### src/sv/lfu_pkg.sv
// Shared constants and controller/datapath interface types for the LFU cache.
package lfu_pkg;

	localparam int KEY_W   = 32;
	localparam int DATA_W  = 32;
	localparam int STAMP_W = 32;
	localparam int CAP_W   = 5;

	localparam logic [CAP_W-1:0] CAP_RESET = 5'd16;

	localparam logic FUNC_GET = 1'b0;
	localparam logic FUNC_PUT = 1'b1;

	typedef struct packed {
		logic start;
		logic step;
		logic commit;
	} lfu_cmd_t;

	typedef struct packed {
		logic last;
		logic empty;
		logic out_free;
	} lfu_status_t;

endpackage

### src/sv/lfu_cache_lru_tiebreak.sv
// Top level of the LFU cache with least-recently-used tie break.
// A request's result becomes valid after the scan over the occ stored entries (no scan when
// empty), where occ is the number of stored entries, at most ENTRIES. A request is taken only
// when the sequencer is idle, and its commit waits while an earlier result is still stalled;
// the scan reads the entry memories one entry a cycle.
// Reset clears the sequencer, fill count, stamp counter and result valid flag and sets the
// capacity to 16; entry memories are not cleared, the fill count marks which entries hold data.
module lfu_cache_lru_tiebreak #(
	parameter int ENTRIES    = 16,
	parameter int COUNT_BITS = 16
) (
	input  logic                              clk,
	input  logic                              arst_n,
	input  logic                              cfg_valid,
	output logic                              cfg_ready,
	input  logic [lfu_pkg::CAP_W-1:0]         cfg_data,
	input  logic                              in_valid,
	output logic                              in_stall,
	input  logic                              func,
	input  logic signed [lfu_pkg::KEY_W-1:0]  req_key,
	input  logic signed [lfu_pkg::DATA_W-1:0] req_value,
	output logic                              out_valid,
	input  logic                              out_stall,
	output logic                              found,
	output logic signed [lfu_pkg::DATA_W-1:0] read_value,
	output logic                              evicted,
	output logic signed [lfu_pkg::KEY_W-1:0]  evicted_key
);
	import lfu_pkg::*;

	lfu_cmd_t    cmd;
	lfu_status_t status;

	assign cfg_ready = 1'b1;

	lfu_ctrl u_ctrl (
		.clk      (clk),
		.arst_n   (arst_n),
		.in_valid (in_valid),
		.in_stall (in_stall),
		.status   (status),
		.cmd      (cmd)
	);

	lfu_dp #(
		.ENTRIES    (ENTRIES),
		.COUNT_BITS (COUNT_BITS)
	) u_dp (
		.clk         (clk),
		.arst_n      (arst_n),
		.cfg_valid   (cfg_valid),
		.cfg_data    (cfg_data),
		.func        (func),
		.req_key     (req_key),
		.req_value   (req_value),
		.cmd         (cmd),
		.status      (status),
		.out_valid   (out_valid),
		.out_stall   (out_stall),
		.found       (found),
		.read_value  (read_value),
		.evicted     (evicted),
		.evicted_key (evicted_key)
	);

	// A request is never taken while an earlier one is still being worked on.
	a_busy_after_accept: assert property (@(posedge clk) disable iff (!arst_n)
		in_valid && !in_stall |=> in_stall)
		else $error("request accepted back to back");

	// A get hit never evicts, and a put never reports a hit.
	a_hit_no_evict: assert property (@(posedge clk) disable iff (!arst_n)
		out_valid |-> !(found && evicted))
		else $error("result reports both hit and eviction");

	a_read_zero_on_miss: assert property (@(posedge clk) disable iff (!arst_n)
		out_valid && !found |-> read_value == '0)
		else $error("nonzero read value without a hit");

	a_evict_key_zero: assert property (@(posedge clk) disable iff (!arst_n)
		out_valid && !evicted |-> evicted_key == '0)
		else $error("nonzero evicted key without eviction");

endmodule

### src/sv/lfu_ctrl.sv
// Sequencer for the LFU cache: accepts a request, runs the entry scan, commits.
module lfu_ctrl (
	input  logic                clk,
	input  logic                arst_n,
	input  logic                in_valid,
	output logic                in_stall,
	input  lfu_pkg::lfu_status_t status,
	output lfu_pkg::lfu_cmd_t    cmd
);
	import lfu_pkg::*;

	typedef enum logic [1:0] {
		ST_IDLE,
		ST_SCAN,
		ST_DRAIN,
		ST_FINISH
	} state_t;

	state_t state_q;

	assign in_stall   = (state_q != ST_IDLE);
	assign cmd.start  = (state_q == ST_IDLE) && in_valid;
	assign cmd.step   = (state_q == ST_SCAN);
	assign cmd.commit = (state_q == ST_FINISH) && status.out_free;

	always_ff @(posedge clk or negedge arst_n) begin
		if (!arst_n) begin
			state_q <= ST_IDLE;
		end else begin
			unique case (state_q)
				ST_IDLE: begin
					if (in_valid) begin
						state_q <= status.empty ? ST_FINISH : ST_SCAN;
					end
				end
				ST_SCAN: begin
					if (status.last) begin
						state_q <= ST_DRAIN;
					end
				end
				ST_DRAIN: begin
					state_q <= ST_FINISH;
				end
				ST_FINISH: begin
					if (status.out_free) begin
						state_q <= ST_IDLE;
					end
				end
				default: begin
					state_q <= ST_IDLE;
				end
			endcase
		end
	end

endmodule

### src/sv/lfu_dp.sv
// Datapath of the LFU cache: entry memories, serial scan, victim search, result register.
module lfu_dp #(
	parameter int ENTRIES    = 16,
	parameter int COUNT_BITS = 16
) (
	input  logic                       clk,
	input  logic                       arst_n,
	input  logic                       cfg_valid,
	input  logic [lfu_pkg::CAP_W-1:0]  cfg_data,
	input  logic                       func,
	input  logic [lfu_pkg::KEY_W-1:0]  req_key,
	input  logic [lfu_pkg::DATA_W-1:0] req_value,
	input  lfu_pkg::lfu_cmd_t          cmd,
	output lfu_pkg::lfu_status_t       status,
	output logic                       out_valid,
	input  logic                       out_stall,
	output logic                       found,
	output logic [lfu_pkg::DATA_W-1:0] read_value,
	output logic                       evicted,
	output logic [lfu_pkg::KEY_W-1:0]  evicted_key
);
	import lfu_pkg::*;

	localparam int IDX_W = (ENTRIES > 1) ? $clog2(ENTRIES) : 1;
	localparam int OCC_W = $clog2(ENTRIES + 1);
	localparam int CW    = (CAP_W > OCC_W) ? CAP_W : OCC_W;
	localparam logic [COUNT_BITS-1:0] COUNT_MAX = {COUNT_BITS{1'b1}};

	logic [KEY_W-1:0]      key_mem   [ENTRIES];
	logic [DATA_W-1:0]     data_mem  [ENTRIES];
	logic [COUNT_BITS-1:0] cnt_mem   [ENTRIES];
	logic [STAMP_W-1:0]    stamp_mem [ENTRIES];

	logic [CAP_W-1:0]   cap_q;
	logic [OCC_W-1:0]   occ_q;
	logic [STAMP_W-1:0] stamp_ctr_q;

	logic               func_q;
	logic [KEY_W-1:0]   key_q;
	logic [DATA_W-1:0]  value_q;
	logic [IDX_W-1:0]   idx_q;

	logic                  rd_v_s1;
	logic [IDX_W-1:0]      rd_idx_s1;
	logic [KEY_W-1:0]      rd_key_s1;
	logic [DATA_W-1:0]     rd_data_s1;
	logic [COUNT_BITS-1:0] rd_cnt_s1;
	logic [STAMP_W-1:0]    rd_stamp_s1;

	logic                  hit_q;
	logic [IDX_W-1:0]      hit_idx_q;
	logic [DATA_W-1:0]     hit_data_q;
	logic [COUNT_BITS-1:0] hit_cnt_q;

	logic                  best_v_q;
	logic [IDX_W-1:0]      best_idx_q;
	logic [KEY_W-1:0]      best_key_q;
	logic [COUNT_BITS-1:0] best_cnt_q;
	logic [STAMP_W-1:0]    best_stamp_q;

	logic                  out_valid_q;
	logic                  found_q;
	logic [DATA_W-1:0]     read_value_q;
	logic                  evicted_q;
	logic [KEY_W-1:0]      evicted_key_q;

	logic [CW-1:0]         cap_eff;
	logic                  is_put, get_hit, put_ok, put_hit, ins, full, touch;
	logic                  better;
	logic [IDX_W-1:0]      wr_idx;
	logic [COUNT_BITS-1:0] cnt_new;

	assign cap_eff = (CW'(cap_q) > CW'(ENTRIES)) ? CW'(ENTRIES) : CW'(cap_q);
	assign is_put  = (func_q == FUNC_PUT);
	assign get_hit = !is_put && hit_q;
	assign put_ok  = is_put && (cap_eff != '0);
	assign put_hit = put_ok && hit_q;
	assign ins     = put_ok && !hit_q;
	assign full    = CW'(occ_q) >= cap_eff;
	assign touch   = get_hit || put_hit || ins;

	// Valid entries always form the prefix below the fill count, so a victim
	// slot is refilled in place and a fresh slot sits right at the count.
	assign wr_idx  = hit_q ? hit_idx_q : (full ? best_idx_q : IDX_W'(occ_q));
	assign cnt_new = ins ? COUNT_BITS'(1) :
	                 ((hit_cnt_q == COUNT_MAX) ? hit_cnt_q : hit_cnt_q + 1'b1);

	assign better = (rd_cnt_s1 < best_cnt_q) ||
	                ((rd_cnt_s1 == best_cnt_q) && (rd_stamp_s1 < best_stamp_q));

	assign status.last     = (OCC_W'(idx_q) + 1'b1) == occ_q;
	assign status.empty    = (occ_q == '0);
	assign status.out_free = !out_valid_q || !out_stall;

	assign out_valid   = out_valid_q;
	assign found       = found_q;
	assign read_value  = read_value_q;
	assign evicted     = evicted_q;
	assign evicted_key = evicted_key_q;

	always_ff @(posedge clk) begin
		if (cmd.step) begin
			rd_key_s1   <= key_mem[idx_q];
			rd_data_s1  <= data_mem[idx_q];
			rd_cnt_s1   <= cnt_mem[idx_q];
			rd_stamp_s1 <= stamp_mem[idx_q];
			rd_idx_s1   <= idx_q;
		end
		if (cmd.commit && ins) begin
			key_mem[wr_idx] <= key_q;
		end
		if (cmd.commit && put_ok) begin
			data_mem[wr_idx] <= value_q;
		end
		if (cmd.commit && touch) begin
			cnt_mem[wr_idx]   <= cnt_new;
			stamp_mem[wr_idx] <= stamp_ctr_q;
		end
	end

	always_ff @(posedge clk) begin
		if (cmd.start) begin
			func_q  <= func;
			key_q   <= req_key;
			value_q <= req_value;
		end
		if (rd_v_s1 && (rd_key_s1 == key_q)) begin
			hit_idx_q  <= rd_idx_s1;
			hit_data_q <= rd_data_s1;
			hit_cnt_q  <= rd_cnt_s1;
		end
		if (rd_v_s1 && (!best_v_q || better)) begin
			best_idx_q   <= rd_idx_s1;
			best_key_q   <= rd_key_s1;
			best_cnt_q   <= rd_cnt_s1;
			best_stamp_q <= rd_stamp_s1;
		end
		if (cmd.commit) begin
			found_q       <= get_hit;
			read_value_q  <= get_hit ? hit_data_q : '0;
			evicted_q     <= ins && full;
			evicted_key_q <= (ins && full) ? best_key_q : '0;
		end
	end

	always_ff @(posedge clk or negedge arst_n) begin
		if (!arst_n) begin
			cap_q       <= CAP_RESET;
			occ_q       <= '0;
			stamp_ctr_q <= '0;
			idx_q       <= '0;
			rd_v_s1     <= 1'b0;
			hit_q       <= 1'b0;
			best_v_q    <= 1'b0;
			out_valid_q <= 1'b0;
		end else begin
			if (cfg_valid) begin
				cap_q <= cfg_data;
			end
			rd_v_s1 <= cmd.step;
			if (cmd.start) begin
				idx_q    <= '0;
				hit_q    <= 1'b0;
				best_v_q <= 1'b0;
			end else if (cmd.step) begin
				idx_q <= idx_q + 1'b1;
			end
			if (rd_v_s1) begin
				best_v_q <= 1'b1;
				if (rd_key_s1 == key_q) begin
					hit_q <= 1'b1;
				end
			end
			if (cmd.commit) begin
				out_valid_q <= 1'b1;
				if (touch) begin
					stamp_ctr_q <= stamp_ctr_q + 1'b1;
				end
				if (ins && !full) begin
					occ_q <= occ_q + 1'b1;
				end
			end else if (out_valid_q && !out_stall) begin
				out_valid_q <= 1'b0;
			end
		end
	end

endmodule
### config.mk
export PLATFORM = sky130hd
export DESIGN_NAME = lfu_cache_lru_tiebreak
export DESIGN_NICKNAME = d
export VERILOG_FILES = /design/src/sv/lfu_pkg.sv /design/src/sv/lfu_cache_lru_tiebreak.sv /design/src/sv/lfu_ctrl.sv /design/src/sv/lfu_dp.sv
export SDC_FILE = /design/constraint.sdc
export NUM_CORES = 2
export LEC_CHECK = 0
export BUFFER_PORTS_ARGS = -buffer_cell sky130_fd_sc_hd__buf_2
export CAP_MARGIN = 10
export CORE_MARGIN = 2
export CORE_UTILIZATION = 41
export DETAILED_ROUTE_END_ITERATION = 10
export HOLD_SLACK_MARGIN = 0.05
export PLACE_DENSITY = 0.55
export SLEW_MARGIN = 40
export SYNTH_ARGS = -nofsm -noshare
export SYNTH_HDL_FRONTEND = slang
export SYNTH_HIERARCHICAL = 1
export SYNTH_SLANG_ARGS = --single-unit
### constraint.sdc
create_clock -name clk -period 17 [get_ports clk]
set_input_delay 2.55 -clock clk [delete_from_list [all_inputs] [get_ports clk]]
set_output_delay 2.55 -clock clk [all_outputs]
set_load 0.01 [all_outputs]
# ---- After elaboration in Yosys (flattened, before gate mapping)
# Memories as Yosys holds them, arrays and structs flattened. A register that Yosys moved wholly into a read port is not among the register bits.
# Index checks and enable logic that the tools add are counted.
dict set report totals {
  mem_bits_ro 0
  ramBits 1792
  memories 4
  elab_cells 108
  regBits 323
  latchBits 0
  output_inout_bits 69
}
dict set report op_classes {
  mux 25
  bitwise 0
  shift 0
  n_reduce_logical 36
  n_eq_ne 10
  add_sub_neg 5
  n_lt_le_gt_ge 4
  mul 0
  n_div 0
}
# memory words width read_ports rd_clocked_by_memory_dff wr line_no
set mem_list {}
lappend mem_list {u_dp.data_mem 16 32 1 1 1 lfu_dp.sv:30} ;# logic [DATA_W-1:0] data_mem [ENTRIES];
lappend mem_list {u_dp.key_mem 16 32 1 1 1 lfu_dp.sv:29} ;# logic [KEY_W-1:0] key_mem [ENTRIES];
lappend mem_list {u_dp.stamp_mem 16 32 1 1 1 lfu_dp.sv:32} ;# logic [STAMP_W-1:0] stamp_mem [ENTRIES];
lappend mem_list {u_dp.cnt_mem 16 16 1 1 1 lfu_dp.sv:31} ;# logic [COUNT_BITS-1:0] cnt_mem [ENTRIES];
# op count
set op_table {}
lappend op_table {{$add A32 B1 Y32 const B} 1}
lappend op_table {{$eq A32 B32 Y1} 1}
lappend op_table {{$lt A32 B32 Y1} 1}
lappend op_table {{$mux W16} 2}
lappend op_table {{$add A16 B1 Y16 const B} 1}
lappend op_table {{$eq A16 B16 Y1} 1}
lappend op_table {{$eq A16 B16 Y1 const B} 1}
lappend op_table {{$lt A16 B16 Y1} 1}
lappend op_table {{$mux W4} 4}
lappend op_table {{$logic_and A1 B1 Y1} 15}
lappend op_table {{$mux W1} 13}
lappend op_table {{$mux W2} 4}
lappend op_table {{$pmux W2 S4} 1}
lappend op_table {{$reduce_bool A2 Y1} 4}
lappend op_table {{$logic_not A1 Y1} 6}
lappend op_table {{$add A4 B1 Y5 const B} 1}
lappend op_table {{$add A5 B1 Y5 const B} 1}
lappend op_table {{$eq A5 B5 Y1} 1}
lappend op_table {{$ge A5 B5 Y1} 1}
lappend op_table {{$gt A5 B5 Y1 const B} 1}
lappend op_table {{$logic_not A5 Y1} 1}
lappend op_table {{$logic_or A1 B1 Y1} 5}
lappend op_table {{$mux W5} 1}
lappend op_table {{$reduce_bool A5 Y1} 1}
lappend op_table {{other kinds (8)} 11}

# ---- Logic depth before layout (Yosys ltp)
dict set report depth {
  depth_word 10
  depth_mapped 10
  ltp_nobuf 10
}

# ---- Hierarchy
# Netlist, hierarchy kept.
# module instances cells_per_inst area_per_inst_um2 seq_area_each_um2
set by_module_without_submodules {}
lappend by_module_without_submodules {lfu_dp 1 4393 85104.1 66565.1}
lappend by_module_without_submodules {lfu_ctrl 1 20 190.2 50.0}
lappend by_module_without_submodules {lfu_cache_lru_tiebreak 1 2 11.3 0.0}

# ---- Least setup slack after synthesis
# Ideal clock, no wire load.
dict set report synth_timing {
  kind {in2reg}
  from {in out_stall}
  to {mem u_dp.cnt_mem[15][0] (enable)}
  setup_time_ps 513
  path_buffers 2
  slack_ps 8865
  stages 6
  t_required_ps 16487
  arrival_ps 7622
  cell_sequence {nand2_1 and2_2 o21ai_1 buf_2 clkbuf_1 nor3_1}
}
# element line_no
set synth_lines {}
lappend synth_lines {{start: declaration} lfu_cache_lru_tiebreak.sv:23} ;# input logic out_stall,
lappend synth_lines {{end: declaration} lfu_dp.sv:31}

==> results.yml <==
outcome:
  status: "completed"
timing:
  setup_violations: 0
  final.setup_skew_ns: 0.0782
  min_period_ns: 4.83
  finalWorstSetupSlack_ns: 12.17
  tightest_slew_ns: 0.872
  rsz0062_at_grt: "false"
  slew_viol_final: 0
  fmax_mhz: 207
  hold_viol: 0
  fin_tns_setup_ns: 0
  slew_headroom_pct: 41.8
  hold_ws_ns: 0.422
  min_period_over_period_pct: 28.4
yosys:
  synthArstFlopShare_pct: 2.33
  synth_top_area_cell: "edfxtp_1"
  seq_area_frac_synth_pct: 78.1
  avgSynthCellArea_um2: 19.3
  syn_area_um2: 85300
  ys_seq_elements: 2227
  synth_cells: 4415
  yosys-top-cells-area: "edfxtp_1, mux4_2, mux2i_1, mux2_2, dfrtp_1"
  synth_ff_type: "edfxtp_1"
  synth_nets: 4552
  synth_edf_count: 2175
  synth_top_area_share_pct: 76.6
  yosys_warnings: 6
  ys_types: 58
pwr:
  switching_share_pct: 29.7
  powerDensity_nw_per_um2: 159
  power.leakage_nw: 31.4
  finalPower_mw: 15.5
  intPower_mw: 10.9
  irDropWorstVdd_mv: 0.132
  p_switching_mw: 4.62
  pwr-share-seq_pct: 46.6
  clockPowerShare_pct: 31.8
  combinationalPowerShare_pct: 21.5
grt:
  grt_pass1_vias: 42678
  grt_pass1_wl_um: 296000
  gr-total-overflow: 0
  antenna_found_initial: 9
  grt_max_degree: 129
  grt_usage_pct: 19.1
drt:
  drt_pass1_iterations: 6
  drtAntennaViolNets: 0
  wl_per_cell_um: 26.7
  drt_iter0_markers: 3935
  drc: 0
  vias_per_cell: 5.53
  wl_um: 203000
  vias: 41975
run:
  maxCapViolations: 0
clock_network:
  ctsHoldBuffers: 0
  cts_max_path_buffers: 3
  numCtsBuffers: 227
  postCtsSetupRepairBufs: 0
  clk-insertion-delay-late_ns: 0.88
  cts_htree_levels: 4
  tritoncts: "done"
  cts_root_buffer: "clkbuf_16"
  cts.repair.resized: 0
  clk_pin_slew_ns: 0.06
  cts.sinks: 2227
floorplanning:
  core_um2: 207000
  die_w_um: 460
  dieArea_um2: 212000
  start_util_pct: 41.2
  dieHeight_um: 460
  row_count: 167
  io_pins: 144
min_path:
  hp-class: "flip-flop to flip-flop"
finish:
  multi_input_area_um2: 18000
  stdcell_count: 7589
  nets: 4828
  syn_to_final_growth_pct: 14.3
  regArea_um2: 66600
  num-fill-cells: 17325
  layout-drive-gt1-share_pct: 20.6
worst_setup_path:
  cp.required_ns: 17.44
  crit_arrival_ns: 5.27
  worstPathMaxFanout: 48
  crit_type: "input pin to flip-flop"
  end_kind: "flip-flop"
  start_kind: "input pin"
placed_design:
  dp_hpwl_um: 115000
  pre_cts_ws_ns: 11.16
  io_buffers: 142
  post-place-cells: 7161
  place_congestion: 0.765
==> Yosys cell counts (all sizes together) (5+ instances only) <==
cell type / n
edfxtp: 2175
mux2i: 343
o21ai: 239
mux4: 224
nand2: 161
clkbuf: 135
a21oi: 130
mux2: 119
a221oi: 113
a22oi: 112
buf: 83
ha: 62
inv: 61
nor3: 60
dfrtp: 51
and3: 44
xor2: 42
xnor2: 41
and2: 38
nor2: 37
nand3: 23
nand4: 19
a211oi: 14
nor4: 12
a21o: 10
nand2b: 9
and4: 6
nor2b: 5
==> routing by layer <==
metal / global-route usage (%) / wire, um / vias to the layer above
met5: 0 / 0 / -
met4: 4.96 / 4470 / 0
met3: 2.65 / 9670 / 255
met2: 30.9 / 97400 / 1102
met1: 27.3 / 91000 / 22143
li1: - / - / 18475
==> critical path, stage by stage <==
cell	delay, ns
buf_2	0.10
nand2_1	0.14
and2_4	0.52
buf_4	0.70
o21ai_2	0.10
buf_4	0.28
nor3_2	0.17
buf_6	0.61
==> sequential cells by signal, indices dropped and copies added (netlist names), 256 cells and up <==
name            count
u_dp/data_mem     512
u_dp/key_mem      512
u_dp/cnt_mem      256
u_dp/stamp_mem    512
==> power by group through the flow <==
stage | sequential (mW) | combinational, mW | clock (mW)
finish | 7.24 | 3.35 | 4.94
floorplan | 7.13 | 2.19 | 0
CTS | 7.26 | 3.40 | 5.05
global route | 7.30 | 3.65 | 5.27
global placement | 7.35 | 3.35 | 0
detailed placement | 7.36 | 3.39 | 0
==> logic make-up after synthesis <==
family          Yosys count  share of synthesized area [%]
mux                     686                           11.5
other cells               1                        0.00440
fa+ha+maj                62                          0.909
buf+inv                 279                           1.32
xor+xnor                 83                          0.852
flops                  2227                           78.1
compound gates          643                           4.78
simple gates            434                           2.54
==> stage by stage <==
| stage | area (um2) | utilization [%] |
|---|---|---|
| finish | 97500 | 47.1 |
| global route | 97500 | 47.1 |
| CTS | 97400 | 47.1 |
| detailed placement | 90000 | 43.5 |
| global placement | 89800 | 43.4 |
| floorplan | 85300 | - |
==> layout by cell type (no fill, tap or decap), types with 61 or more instances in the layout <==
cell | synthesis | final
mux4_2 | 224 | 224
mux2_2 | 119 | 119
buf_4 | 1 | 86
edfxtp_1 | 2175 | 2175
inv_1 | 61 | 61
a21oi_1 | 129 | 126
ha_1 | 62 | 61
clkbuf_16 | 0 | 227
a22oi_1 | 112 | 112
o21ai_0 | 238 | 238
a221oi_1 | 113 | 113
buf_2 | 57 | 142
clkbuf_1 | 135 | 62
mux2i_1 | 343 | 341
nand2_1 | 161 | 159
==> final cells by class <==
type | count | area share [%]
sequential | 2227 | 68.3
multi-input combinational | 1909 | 18.4
clock buffer | 294 | 6.14
tap | 2704 | 3.47
timing repair buffer | 265 | 1.95
clock inverter | 128 | 1.44
inverter | 61 | 0.235
antenna | 1 | 0.00257
==> path summary, 6_finish.rpt <==
path                                                   end  slack (ns)                          start  cells after the start
max                          u_dp/cnt_mem[11][9]$_DFFE_PP_       12.17                      out_stall                      8
min                          u_dp/hit_data_q[17]$_DFFE_PP_        0.42  u_dp/rd_data_s1[17]$_DFFE_PP_                      0
max reg2reg                  u_dp/rd_data_s1[28]$_DFFE_PP_       12.50      u_dp/idx_q[0]$_DFFE_PN0P_                      7
min reg2reg                  u_dp/hit_data_q[17]$_DFFE_PP_        0.42  u_dp/rd_data_s1[17]$_DFFE_PP_                      0
max in group asynchronous        u_dp/idx_q[0]$_DFFE_PN0P_       14.76                         arst_n                      2
min in group asynchronous  u_dp/stamp_ctr_q[6]$_DFFE_PN0P_        1.75                         arst_n                      2
(Power assumes the default switching activity.)
